### config.mk
export PLATFORM = sky130hd
export DESIGN_NAME = stepper_homing_positioner
export DESIGN_NICKNAME = d
export VERILOG_FILES = /design/src/rtl/shp_pkg.sv /design/src/rtl/stepper_homing_positioner.sv
export SDC_FILE = /design/constraint.sdc
export NUM_CORES = 2
export LEC_CHECK = 0
export BUFFER_PORTS_ARGS = -buffer_cell sky130_fd_sc_hd__buf_2
export CORE_MARGIN = 2
export CORE_UTILIZATION = 35
export DETAILED_ROUTE_END_ITERATION = 16
export GPL_TIMING_DRIVEN = 0
export SYNTH_ARGS = -nofsm -noshare
export SYNTH_HDL_FRONTEND = slang
export SYNTH_SLANG_ARGS = --single-unit
### constraint.sdc
create_clock -name i_clk -period 43 [get_ports i_clk]
set_input_delay 2.15 -clock i_clk [delete_from_list [all_inputs] [get_ports i_clk]]
set_output_delay 2.15 -clock i_clk [all_outputs]
set_load 0.1 [all_outputs]
### src/rtl/shp_pkg.sv
package shp_pkg;

    localparam int POSITION_WIDTH = 16;
    localparam int TIMER_WIDTH    = 16;
    localparam int CFG_WIDTH      = 16;
    localparam int CFG_ADDR_WIDTH = 3;
    localparam int FRAC_WIDTH     = 17;
    localparam int ACT_STEPS      = 5;

    localparam logic [31:0] POS_MAX32 = 32'((64'd1 << POSITION_WIDTH) - 64'd1);
    localparam logic [31:0] TMR_MAX32 = 32'((64'd1 << TIMER_WIDTH) - 64'd1);
    localparam logic [FRAC_WIDTH-1:0] FRAC_FULL = FRAC_WIDTH'(65536);

    typedef logic [POSITION_WIDTH-1:0] t_pos;
    typedef logic [TIMER_WIDTH-1:0]    t_tmr;

    typedef enum logic [3:0] {
        PH_IDLE       = 4'd0,
        PH_HOME_SETUP = 4'd1,
        PH_HOME_HIGH  = 4'd2,
        PH_HOME_GAP   = 4'd3,
        PH_OFS_SETUP  = 4'd4,
        PH_OFS_HIGH   = 4'd5,
        PH_OFS_GAP    = 4'd6,
        PH_MOV_SETUP  = 4'd7,
        PH_MOV_HIGH   = 4'd8,
        PH_MOV_GAP    = 4'd9
    } t_phase;

    typedef enum logic [2:0] {
        ACT_NONE,
        ACT_HOME_DECIDE,
        ACT_BEGIN_OFS,
        ACT_BEGIN_MOV,
        ACT_DECIDE,
        ACT_TARGET
    } t_act;

    typedef enum logic [CFG_ADDR_WIDTH-1:0] {
        CFG_PULSE_HIGH  = 3'd0,
        CFG_PULSE_GAP   = 3'd1,
        CFG_DIR_SETUP   = 3'd2,
        CFG_HOME_LIMIT  = 3'd3,
        CFG_PEDAL_OFS   = 3'd4,
        CFG_FULL_TRAVEL = 3'd5,
        CFG_FWD_LEVEL   = 3'd6,
        CFG_LIMIT_LOW   = 3'd7
    } t_cfg_idx;

    function automatic t_pos count_sat(input logic [31:0] v);
        t_pos r;
        if (v > POS_MAX32) begin
            r = POSITION_WIDTH'(POS_MAX32);
        end else begin
            r = POSITION_WIDTH'(v);
        end
        return r;
    endfunction

    function automatic t_tmr timer_load(input logic [CFG_WIDTH-1:0] v, input logic at_least_one);
        logic [31:0] x;
        x = 32'(v);
        if (x > TMR_MAX32) begin
            x = TMR_MAX32;
        end
        if (at_least_one && x == 32'd0) begin
            x = 32'd1;
        end
        return TIMER_WIDTH'(x);
    endfunction

endpackage

### src/rtl/stepper_homing_positioner.sv
// Stepper homing positioner for a brake actuator with a limit switch at the
// released end. Every input beat on s_axis is one time tick carrying
// command_valid, brake_fraction and the sampled limit switch level. Every
// accepted beat yields exactly one output beat on m_axis with step and
// direction pin levels, position and status (homed, busy, home failed).
// A command taken while idle homes the motor if needed (reverse steps until
// the limit is seen, bounded by home_step_limit), steps forward by the pedal
// offset, then moves to offset + fraction * span. Commands while busy are
// dropped. A beat's result is on m_axis in the cycle after acceptance.
// Throughput: one beat per cycle while m_axis is ready; the whole tick
// update (timers, step sequencer, target multiply and compare) sits between
// the state registers. s_axis_tready is high whenever the output register
// is empty or being drained, so a stalled receiver holds one result and
// stalls the input. The user must write configuration only while idle;
// the block has no check. It goes through i_cfg_we/i_cfg_addr/i_cfg_data.
// Reset (synchronous, active low) loads the default register values, returns
// to idle, unhomed, at position zero, with no output beat pending.
module stepper_homing_positioner (
    input  logic                              i_clk,
    input  logic                              i_rst_n,
    input  logic                              s_axis_tvalid,
    output logic                              s_axis_tready,
    // [0] command_valid, [17:1] brake_fraction, [18] limit_level
    input  logic [23:0]                       s_axis_tdata,
    output logic                              m_axis_tvalid,
    input  logic                              m_axis_tready,
    // [0] step_level, [1] dir_level, [17:2] position, [18] is_homed,
    // [19] busy_res, [20] home_failed
    output logic [23:0]                       m_axis_tdata,
    input  logic                              i_cfg_we,
    input  logic [shp_pkg::CFG_ADDR_WIDTH-1:0] i_cfg_addr,
    input  logic [shp_pkg::CFG_WIDTH-1:0]     i_cfg_data
);

    logic [shp_pkg::CFG_WIDTH-1:0] r_pulse_high, r_pulse_gap, r_dir_setup;
    logic [shp_pkg::CFG_WIDTH-1:0] r_home_limit, r_pedal_ofs, r_full_travel;
    logic r_fwd_level, r_limit_low;

    shp_pkg::t_phase r_phase, n_phase;
    shp_pkg::t_pos   r_pos, n_pos;
    shp_pkg::t_tmr   r_tmr, n_tmr;
    shp_pkg::t_pos   r_rem, n_rem;
    logic            r_homed, n_homed;
    logic            r_fwd, n_fwd;
    logic            r_failed, n_failed;
    logic [shp_pkg::FRAC_WIDTH-1:0] r_lfrac, n_lfrac;

    logic        r_out_valid;
    logic [23:0] r_out_data, n_out_data;

    logic                           in_accept;
    logic                           in_cmd;
    logic [shp_pkg::FRAC_WIDTH-1:0] in_frac;
    logic                           in_hit;
    logic [shp_pkg::FRAC_WIDTH-1:0] frac_clamped;
    logic [shp_pkg::FRAC_WIDTH-1:0] eff_frac;
    logic [shp_pkg::CFG_WIDTH-1:0]  span;
    logic [32:0]                    prod;
    logic [16:0]                    target17;
    logic [31:0]                    tgt32;

    assign in_accept     = s_axis_tvalid && s_axis_tready;
    assign s_axis_tready = !r_out_valid || m_axis_tready;
    assign m_axis_tvalid = r_out_valid;
    assign m_axis_tdata  = r_out_data;

    assign in_cmd  = s_axis_tdata[0];
    assign in_frac = s_axis_tdata[17:1];
    assign in_hit  = s_axis_tdata[18] ^ r_limit_low;

    // target = offset + floor(fraction * span / 65536)
    assign frac_clamped = (in_frac > shp_pkg::FRAC_FULL) ? shp_pkg::FRAC_FULL : in_frac;
    assign eff_frac = (r_phase == shp_pkg::PH_IDLE && in_cmd) ? frac_clamped : r_lfrac;
    assign span     = (r_full_travel > r_pedal_ofs) ? (r_full_travel - r_pedal_ofs) : '0;
    assign prod     = 33'(eff_frac) * 33'(span);
    assign target17 = 17'(r_pedal_ofs) + prod[32:16];
    assign tgt32    = 32'(target17);

    always_comb begin : next_state
        shp_pkg::t_act cur;
        shp_pkg::t_act act;
        logic          expired;
        logic          ofs;
        logic          stop;
        logic [31:0]   pos32;

        n_phase  = r_phase;
        n_pos    = r_pos;
        n_tmr    = r_tmr;
        n_rem    = r_rem;
        n_homed  = r_homed;
        n_fwd    = r_fwd;
        n_failed = r_failed;
        n_lfrac  = r_lfrac;
        act      = shp_pkg::ACT_NONE;
        expired  = 1'b0;
        ofs      = 1'b0;
        stop     = 1'b0;
        pos32    = '0;

        if (n_phase != shp_pkg::PH_IDLE) begin
            expired = (n_tmr <= shp_pkg::t_tmr'(1));
            n_tmr   = expired ? '0 : n_tmr - shp_pkg::t_tmr'(1);
        end

        case (r_phase)
            shp_pkg::PH_IDLE: begin
                if (in_cmd) begin
                    n_lfrac  = frac_clamped;
                    n_failed = 1'b0;
                    if (n_homed) begin
                        act = shp_pkg::ACT_TARGET;
                    end else begin
                        n_fwd   = 1'b0;
                        n_rem   = shp_pkg::count_sat(32'(r_home_limit));
                        n_phase = shp_pkg::PH_HOME_SETUP;
                        n_tmr   = shp_pkg::timer_load(r_dir_setup, 1'b0);
                        if (n_tmr == '0) begin
                            act = shp_pkg::ACT_HOME_DECIDE;
                        end
                    end
                end
            end
            shp_pkg::PH_HOME_SETUP, shp_pkg::PH_HOME_GAP: begin
                if (expired) begin
                    act = shp_pkg::ACT_HOME_DECIDE;
                end
            end
            shp_pkg::PH_HOME_HIGH: begin
                if (expired) begin
                    n_phase = shp_pkg::PH_HOME_GAP;
                    n_tmr   = shp_pkg::timer_load(r_pulse_gap, 1'b1);
                end
            end
            shp_pkg::PH_OFS_HIGH: begin
                if (expired) begin
                    n_phase = shp_pkg::PH_OFS_GAP;
                    n_tmr   = shp_pkg::timer_load(r_pulse_gap, 1'b1);
                end
            end
            shp_pkg::PH_MOV_HIGH: begin
                if (expired) begin
                    n_phase = shp_pkg::PH_MOV_GAP;
                    n_tmr   = shp_pkg::timer_load(r_pulse_gap, 1'b1);
                end
            end
            shp_pkg::PH_OFS_SETUP, shp_pkg::PH_MOV_SETUP: begin
                if (expired) begin
                    act = shp_pkg::ACT_DECIDE;
                end
            end
            shp_pkg::PH_OFS_GAP, shp_pkg::PH_MOV_GAP: begin
                if (expired) begin
                    if (n_fwd) begin
                        if (n_pos != '1) begin
                            n_pos = n_pos + shp_pkg::t_pos'(1);
                        end
                    end else if (n_pos != '0) begin
                        n_pos = n_pos - shp_pkg::t_pos'(1);
                    end
                    act = shp_pkg::ACT_DECIDE;
                end
            end
            default: begin
                n_phase = shp_pkg::PH_IDLE;
                n_tmr   = '0;
            end
        endcase

        // follow-on actions resolved within the same tick
        for (int k = 0; k < shp_pkg::ACT_STEPS; k++) begin
            cur = act;
            act = shp_pkg::ACT_NONE;
            case (cur)
                shp_pkg::ACT_HOME_DECIDE: begin
                    if (n_rem == '0) begin
                        n_homed  = 1'b0;
                        n_failed = 1'b1;
                        n_phase  = shp_pkg::PH_IDLE;
                    end else if (in_hit) begin
                        n_pos = '0;
                        n_rem = shp_pkg::count_sat(32'(r_pedal_ofs));
                        act   = shp_pkg::ACT_BEGIN_OFS;
                    end else begin
                        n_rem   = n_rem - shp_pkg::t_pos'(1);
                        n_phase = shp_pkg::PH_HOME_HIGH;
                        n_tmr   = shp_pkg::timer_load(r_pulse_high, 1'b1);
                    end
                end
                shp_pkg::ACT_BEGIN_OFS, shp_pkg::ACT_BEGIN_MOV: begin
                    ofs = (cur == shp_pkg::ACT_BEGIN_OFS);
                    if (n_rem == '0) begin
                        if (ofs) begin
                            n_homed = 1'b1;
                            act     = shp_pkg::ACT_TARGET;
                        end else begin
                            n_phase = shp_pkg::PH_IDLE;
                        end
                    end else begin
                        if (ofs) begin
                            n_fwd = 1'b1;
                        end
                        n_phase = ofs ? shp_pkg::PH_OFS_SETUP : shp_pkg::PH_MOV_SETUP;
                        n_tmr   = shp_pkg::timer_load(r_dir_setup, 1'b0);
                        if (n_tmr == '0) begin
                            act = shp_pkg::ACT_DECIDE;
                        end
                    end
                end
                shp_pkg::ACT_DECIDE: begin
                    ofs  = n_phase inside {shp_pkg::PH_OFS_SETUP, shp_pkg::PH_OFS_HIGH,
                                           shp_pkg::PH_OFS_GAP};
                    stop = (n_rem == '0);
                    if (!stop && !n_fwd && in_hit) begin
                        n_pos = '0;
                        stop  = 1'b1;
                    end
                    if (stop) begin
                        if (ofs) begin
                            n_homed = 1'b1;
                            act     = shp_pkg::ACT_TARGET;
                        end else begin
                            n_phase = shp_pkg::PH_IDLE;
                        end
                    end else begin
                        n_rem   = n_rem - shp_pkg::t_pos'(1);
                        n_phase = ofs ? shp_pkg::PH_OFS_HIGH : shp_pkg::PH_MOV_HIGH;
                        n_tmr   = shp_pkg::timer_load(r_pulse_high, 1'b1);
                    end
                end
                shp_pkg::ACT_TARGET: begin
                    pos32 = 32'(n_pos);
                    if (tgt32 > pos32) begin
                        n_fwd = 1'b1;
                        n_rem = shp_pkg::count_sat(tgt32 - pos32);
                        act   = shp_pkg::ACT_BEGIN_MOV;
                    end else if (tgt32 < pos32) begin
                        n_fwd = 1'b0;
                        n_rem = shp_pkg::count_sat(pos32 - tgt32);
                        act   = shp_pkg::ACT_BEGIN_MOV;
                    end else begin
                        n_phase = shp_pkg::PH_IDLE;
                    end
                end
                default: begin
                end
            endcase
        end
    end

    always_comb begin : outputs
        n_out_data        = '0;
        n_out_data[0]     = (n_phase == shp_pkg::PH_HOME_HIGH) ||
                            (n_phase == shp_pkg::PH_OFS_HIGH)  ||
                            (n_phase == shp_pkg::PH_MOV_HIGH);
        n_out_data[1]     = n_fwd ? r_fwd_level : ~r_fwd_level;
        n_out_data[17:2]  = 16'(n_pos);
        n_out_data[18]    = n_homed;
        n_out_data[19]    = (n_phase != shp_pkg::PH_IDLE);
        n_out_data[20]    = n_failed;
    end

    always_ff @(posedge i_clk) begin
        if (!i_rst_n) begin
            r_pulse_high  <= 16'd10;
            r_pulse_gap   <= 16'd10;
            r_dir_setup   <= 16'd5;
            r_home_limit  <= 16'd4000;
            r_pedal_ofs   <= 16'd200;
            r_full_travel <= 16'd2000;
            r_fwd_level   <= 1'b1;
            r_limit_low   <= 1'b1;
        end else if (i_cfg_we) begin
            case (shp_pkg::t_cfg_idx'(i_cfg_addr))
                shp_pkg::CFG_PULSE_HIGH:  r_pulse_high  <= i_cfg_data;
                shp_pkg::CFG_PULSE_GAP:   r_pulse_gap   <= i_cfg_data;
                shp_pkg::CFG_DIR_SETUP:   r_dir_setup   <= i_cfg_data;
                shp_pkg::CFG_HOME_LIMIT:  r_home_limit  <= i_cfg_data;
                shp_pkg::CFG_PEDAL_OFS:   r_pedal_ofs   <= i_cfg_data;
                shp_pkg::CFG_FULL_TRAVEL: r_full_travel <= i_cfg_data;
                shp_pkg::CFG_FWD_LEVEL:   r_fwd_level   <= i_cfg_data[0];
                shp_pkg::CFG_LIMIT_LOW:   r_limit_low   <= i_cfg_data[0];
                default: begin
                end
            endcase
        end
    end

    always_ff @(posedge i_clk) begin
        if (!i_rst_n) begin
            r_phase  <= shp_pkg::PH_IDLE;
            r_pos    <= '0;
            r_tmr    <= '0;
            r_rem    <= '0;
            r_homed  <= 1'b0;
            r_fwd    <= 1'b0;
            r_failed <= 1'b0;
            r_lfrac  <= '0;
        end else if (in_accept) begin
            r_phase  <= n_phase;
            r_pos    <= n_pos;
            r_tmr    <= n_tmr;
            r_rem    <= n_rem;
            r_homed  <= n_homed;
            r_fwd    <= n_fwd;
            r_failed <= n_failed;
            r_lfrac  <= n_lfrac;
        end
    end

    always_ff @(posedge i_clk) begin
        if (!i_rst_n) begin
            r_out_valid <= 1'b0;
        end else if (in_accept) begin
            r_out_valid <= 1'b1;
        end else if (m_axis_tready) begin
            r_out_valid <= 1'b0;
        end
    end

    always_ff @(posedge i_clk) begin
        if (in_accept) begin
            r_out_data <= n_out_data;
        end
    end

`ifndef ASSERT_OFF
    a_homed_sticky: assert property (@(posedge i_clk) disable iff (!i_rst_n)
        r_homed |=> r_homed)
        else $error("homed flag dropped");

    a_homed_failed_excl: assert property (@(posedge i_clk) disable iff (!i_rst_n)
        !(r_homed && r_failed))
        else $error("homed and home failed both set");

    a_idle_no_cmd: assert property (@(posedge i_clk) disable iff (!i_rst_n)
        (in_accept && r_phase == shp_pkg::PH_IDLE && !in_cmd) |=>
        (r_phase == shp_pkg::PH_IDLE && $stable(r_pos) && $stable(r_homed)))
        else $error("idle tick without command changed state");

    a_step_busy: assert property (@(posedge i_clk) disable iff (!i_rst_n)
        (r_out_valid && r_out_data[0]) |-> r_out_data[19])
        else $error("step pulse reported while not busy");
`endif

endmodule
-- After elaboration in Yosys (flattened, before gate mapping)
Index checks and enable logic that the tools add are counted.
- output and inout bits: 26
- input port bits: 48
- bits in registers: 192
- muxes and demuxes: 289
- $lt $le $gt $ge: 23
- bitwise logic cells: 2
- $mul: 1
- reductions and logical operators: 64
- $add $sub $neg: 20
- equal/unequal tests: 60
- operators with widths (operator ; number):
    $mux 16 ; 86
    $pmux 16 s3 ; 11
    $gt 32x16->1 const B ; 10
    $mux 4 ; 50
    $pmux 16 s2 ; 5
    $logic_not 16->1 ; 8
    $sub 16x1->16 const B ; 7
    $sub 16x17->18 ; 5
    $sub 17x16->18 ; 5
    $gt 17x16->1 ; 5
    $lt 17x16->1 ; 5
    $eq 4x3->1 const B ; 20
    $pmux 4 s4 ; 5
    $mux 1 ; 76
    $mux 3 ; 20
    $pmux 3 s4 ; 4
    $eq 3x3->1 const B ; 14
    $eq 3x2->1 const B ; 12
    $mux 2 ; 18
    $mux 17 ; 2
    $mul 17x16->33 ; 1
    $pmux 4 s5 ; 1
    $eq 3x1->1 const B ; 6
    $add 16x17->17 ; 1
    29 further kinds ; 82

-- Depth between registers and ports, before layout
- depth after elaboration: 46
- gate-level depth with buffers: 114
- depth with buffers taken out: 105

-- Worst setup path before layout
No wires, ideal clock.
- path kind: input to register
- from: in s_axis_tdata[12]
- to: reg r_pos[11]
- path slack: 21.195 ns
- setup time: 0.117 ns
- path buffers: 8
- arrival: 21.688 ns
- stages on the path: 99
- path through: or4_1 o41ai_2 clkbuf_1 nand2_1 o21ai_1 nand2_1 fa_1 inv_1 fa_1 inv_1 fa_1 inv_1 fa_1 fa_1 inv_1 fa_1 inv_1 ha_1 [... 63 more ...] a21oi_1 and2_1 a21oi_1 nand3_1 o21ai_1 a21o_1 nand2_1 o21ai_0 a21oi_1 nor2_1 ha_1 nor4bb_4 and3_1 buf_6 and2_4 o31a_4 buf_6 a22o_1
- cells in the longest elaborated chain, start to end: 41
- elaborated cells between the ends (all ways): 204
- classes of those cells: add/sub: 12; mul: 1; order compare: 17; eq/ne: 26; mux: 122; reduce/logical: 26
- ends and longest elaborated chain (what ; line ; RTL):
    start: declaration ; stepper_homing_positioner.sv:24 ; input logic [23:0] s_axis_tdata,
    $gt 17x17->1 ; stepper_homing_positioner.sv:72 ; assign frac_clamped = (in_frac > shp_pkg::FRAC_FULL) ? shp_pkg::FRAC_FULL : in_frac;
    $mux 17 * ; stepper_homing_positioner.sv:72 ;
    $mux 17 * ; stepper_homing_positioner.sv:73 ; assign eff_frac = (r_phase == shp_pkg::PH_IDLE && in_cmd) ? frac_clamped : r_lfrac;
    $mul 17x16->33 * ; stepper_homing_positioner.sv:75 ; assign prod = 33'(eff_frac) * 33'(span);
    $add 16x17->17 * ; stepper_homing_positioner.sv:76 ; assign target17 = 17'(r_pedal_ofs) + prod[32:16];
    parallel branches: the longest is 35 deep, another holds $gt 32x16->1 ; -- ;
    $pmux 16 s2 * ; stepper_homing_positioner.sv:174 ; case (cur)
    end signal: assignment ; stepper_homing_positioner.sv:301 ; r_pos <= n_pos;
    end: declaration ; stepper_homing_positioner.sv:40 ; shp_pkg::t_pos r_pos, n_pos;
Every way passes the cells marked *. The select of a mux whose other input is x is not followed.
A chain may end at the register's enable or synchronous reset.

-- Worst setup path in the final report
- from: in s_axis_tdata[12]
- to: reg r_out_data[0] (netlist: m_axis_tdata[0]) (data pin)
- cells in the longest elaborated chain, start to end: 46
- elaborated cells between the ends (all ways): 239
- classes of those cells: add/sub: 12; mul: 1; order compare: 19; eq/ne: 35; mux: 142; reduce/logical: 30
- ends and longest elaborated chain (what ; line ; RTL):
    $gt 17x17->1 ; stepper_homing_positioner.sv:72 ;
    $mux 17 * ; stepper_homing_positioner.sv:72 ;
    $mux 17 * ; stepper_homing_positioner.sv:73 ;
    $mul 17x16->33 * ; stepper_homing_positioner.sv:75 ;
    $add 16x17->17 * ; stepper_homing_positioner.sv:76 ;
    parallel branches: the longest is 37 deep, another holds $gt 32x16->1 ; -- ;
    $pmux 4 s4 * ; stepper_homing_positioner.sv:174 ;
    $eq 4x2->1 or $eq 4x3->1 (tied branches) ; stepper_homing_positioner.sv:253, stepper_homing_positioner.sv:254 ;
    $logic_or 1x1->1 ; stepper_homing_positioner.sv:253 ; n_out_data[0] = (n_phase == shp_pkg::PH_HOME_HIGH) ||
    $logic_or 1x1->1 * ; stepper_homing_positioner.sv:254 ; (n_phase == shp_pkg::PH_OFS_HIGH) ||
    net n_out_data[0] ; stepper_homing_positioner.sv:49 ; logic [23:0] r_out_data, n_out_data;
    end signal: assignment ; stepper_homing_positioner.sv:323 ; r_out_data <= n_out_data;
    end: declaration ; stepper_homing_positioner.sv:49 ;
Mark *: on every way through the listed nets, which the timed path passes. The select of a mux whose other input is x is not followed.

==> reports/results.ini <==
[yosys]
synth-edff-count = 21
synth_compound_area_share_pct = 26.0
synth_simple_gate_area_share_pct = 25.0
synth_adder_area_share_pct = 23.2
synth-seq-cells = 192
netlist_area_um2 = 32200
synth_xor_area_share_pct = 4.21
synth_seq_area_share_pct = 12.6
synth_mux_area_share_pct = 1.19
synthFlopType = dfxtp_1
ys.warnings.count = 0
synth_top_family_by_area = compound AO/OA/AOI/OAI gates
synthCells = 4460
ys_async_sr_fraction_pct = 0
syn_area_per_cell_um2 = 7.23
ys_types = 134

[clock_tree]
cts_tree = yes
cts_hold_buf = 0
cts_root_buf = clkbuf_16
clock_latency_ns = 0.51
htree_levels = 4
clk_pin_slew_ns = 0.08
cts_buffers = 17
clock_path_buffers = 2
post-cts-setup-buffer-count = 0
ctsResizeCount = 0
cts.sink_count = 192

[sta]
worst_hold_slack_ns = 0.460
tns_ns = 0
finalMaxSlewViolations = 5
maxSlewHeadroom_pct = -14.2
fin_crit_sh_pct = 67.7
rsz0062_at_grt = false
hold_viol = 0
min_period_ns = 29.12
fin_skew_ns = 0.0145
setup_viol_count_final = 0
worst_pin_slew_ns = 1.70
max_freq_mhz = 34.3

[global_route]
met2_usage_pct = 47.0
grt_overflow = 0
grtUsageMet1_pct = 35.6
grt_pass1_wl_mm = 208
grt_pass1_vias = 32900
grt_max_degree = 22
antenna_found_initial = 2
grt_use_total_pct = 29.1
grtUsageMet3_pct = 6.20
top_usage_layer = met2

[die]
die_h_um = 308
io_pins = 74
core_area_um2 = 91500
fp-row-count = 111
start_util_pct = 35.2
dieArea_um2 = 94600
die_x_um = 308

[critical_path]
criticalPathCategory = input pin to register
r2r_cells = 101
critPathLaunch = s_axis_tdata[12]
cp_slowest_cell = a311oi_1
critical_path.max_fanout = 10
rr_startpoint = r_pedal_ofs[1]$_SDFFE_PN0P_
crit_family = compound AO/OA/AOI/OAI gates
crit_top_cell = o21ai_0
reg2reg_to = m_axis_tdata[0]$_DFFE_PP_
timing.critical_path.buf_inv = 16
crit_path_end_kind = register
worstPathRequired_ns = 43.17
start_kind = input pin
slowest_delay_ns = 1.48
reg2reg_slack_ns = 14.05
crit_arrival_ns = 29.29

[routing]
drtIter0Drc = 4130
vias = 34700
finalWirelength_mm = 140
ant_nets = 0
dr.pass1.iters = 7
viasPerCell = 6.03
wl_per_cell_um = 24.4
drc = 0

[hold_path]
hp-class = register to register
min_path_cells = 2
hold_end = r_full_travel[0]$_SDFFE_PN0P_
hp-start = r_full_travel[0]$_SDFFE_PN0P_

[cells_and_area]
antenna_cells = 0
fin_nets = 5060
drive_above_1_share_pct = 5.55
area_growth_syn_to_layout_pct = 7.80

[flow_run]
cap_viol_max_count = 1

[pwr]
swShare_pct = 59.1
peakVddDrop_uv = 44.9
pwr-share-clk_pct = 11.3
internal-power_uw = 627
power_frac_comb_pct = 75.7
p_switching_uw = 904
power.leakage_nw = 14.6
power.density_nw_per_um2 = 44.0
pwr-share-seq_pct = 13.0

[placed_design]
hpwl_mm = 116
io_buffers = 62
place_congestion = 1.05

[status]
status = complete, but fails checks
violations = capacitance limit, slew limit

cells in the mapped netlist, types with 25 or more instances:
cell      instances  area, um2
nor3_1           99        495
or3_1            31        194
o21ai_1          51        255
a21o_1           72        541
a22o_1           27        236
o31ai_1          32        240
ha_1            247       3090
clkbuf_1        187        702
nor2b_1          29        181
nand4_1          50        313
xnor2_1         102        893
nand2b_1         41        257
a31oi_1          38        238
nor2_1          458       1720
nor4_1           44        275
o21ai_0         190        951
inv_1           392       1470
and2_1           46        288
mux2i_1          35        350
fa_1            217       4340
buf_2            25        125
dfxtp_1         171       3420
a211oi_1         54        405
and3_1           39        244
a21oi_1         353       1770
o21a_1           35        263
nand3_1         127        636
o211ai_1         42        315
nand2_1         656       2460
xor2_1           53        464
how the worst max path moves through the flow:
stage | end | depth (start not counted)
after detailed placement | m_axis_tdata[0]$_DFFE_PP_ | 97
final | m_axis_tdata[0]$_DFFE_PP_ | 89
after floorplan | r_pos[11]$_SDFFE_PN0P_ | 99
after global placement | m_axis_tdata[0]$_DFFE_PP_ | 97
after CTS | m_axis_tdata[0]$_DFFE_PP_ | 97
after global routing | m_axis_tdata[0]$_DFFE_PP_ | 98
power groups by stage:
stage / Combinational (mW) / Sequential, mW / Clock (mW)
2_1_floorplan: 0.730 / 0.206 / 0
5_1_grt: 1.23 / 0.199 / 0.180
4_1_cts: 1.11 / 0.198 / 0.175
3_5_place_dp: 1.10 / 0.202 / 0
3_3_place_gp: 1.09 / 0.202 / 0
6_report: 1.16 / 0.199 / 0.173
through the flow:
stage / std cells / power, mW / setup slack, ns / utilization [%] / cell area, um2
after floorplan: 4462 / 0.937 / 21.20 / - / 32300
after global placement: 5710 / 1.29 / 14.25 / 37.2 / 34100
after detailed placement: 5715 / 1.30 / 14.19 / 37.3 / 34100
after CTS: 5747 / 1.48 / 14.57 / 38.0 / 34800
after global routing: 5747 / 1.61 / 12.38 / 38.0 / 34800
final: 5747 / 1.53 / 13.88 / 38.0 / 34800
per-layer routing:
layer | wire, um | vias up
li1 | - | 15900
met2 | 62600 | 1818
met5 | 13 | -
met1 | 54600 | 16500
met3 | 12900 | 448
met4 | 9760 | 2
registers in the layout, indices dropped and copies added (netlist names):
register       count
m_axis_tvalid      1
r_fwd              1
r_dir_setup       16
r_rem             16
r_pos             16
r_home_limit      16
m_axis_tdata      21
r_pulse_gap       16
r_lfrac           17
r_full_travel     16
r_tmr             16
r_homed            1
r_phase            4
r_failed           1
r_limit_low        1
r_fwd_level        1
r_pulse_high      16
r_pedal_ofs       16
layout make-up:
class / instances / area, um2
Buffer: 237 / 1010
Clock buffer: 18 / 429
Clock inverter: 14 / 180
Fill cell: 9765 / 56800
Inverter: 402 / 1510
Multi-Input combinational cell: 3631 / 25700
Sequential cell: 192 / 4050
Tap cell: 1186 / 1480
Timing Repair Buffer: 67 / 380
worst min-delay path: cells and delay by family, from the launching register on:
kind             cells  cell delay (ns)
AO/OA/AOI/OAI        1             0.05
flip-flops           1             0.32
AND/OR/NAND/NOR      1             0.05
cell usage in the layout (no fill, tap or decap), types with 44 or more instances in the layout:
cell | synthesis | final
a211oi_1 | 54 | 54
a21o_1 | 72 | 72
a21oi_1 | 353 | 352
and2_1 | 46 | 46
buf_2 | 25 | 88
clkbuf_1 | 187 | 187
dfxtp_1 | 171 | 171
fa_1 | 217 | 217
ha_1 | 247 | 247
inv_1 | 392 | 392
nand2_1 | 656 | 656
nand3_1 | 127 | 127
nand4_1 | 50 | 50
nor2_1 | 458 | 458
nor3_1 | 99 | 99
nor4_1 | 44 | 44
o21ai_0 | 190 | 190
o21ai_1 | 51 | 51
xnor2_1 | 102 | 99
xor2_1 | 53 | 52
cells by family (layout without fill, tap and decap cells):
kind of cell / after synthesis / in the layout
xor gates and xnor gates: 155 / 155
buffers and inverters: 639 / 738
AOI/OAI and AO/OA: 1236 / 1236
muxes: 38 / 38
and+or+nand+nor: 1732 / 1732
other: 1 / 3
adders and majority gates: 467 / 467
DFF: 192 / 192
Note: power is estimated with default switching activity, not from simulation.
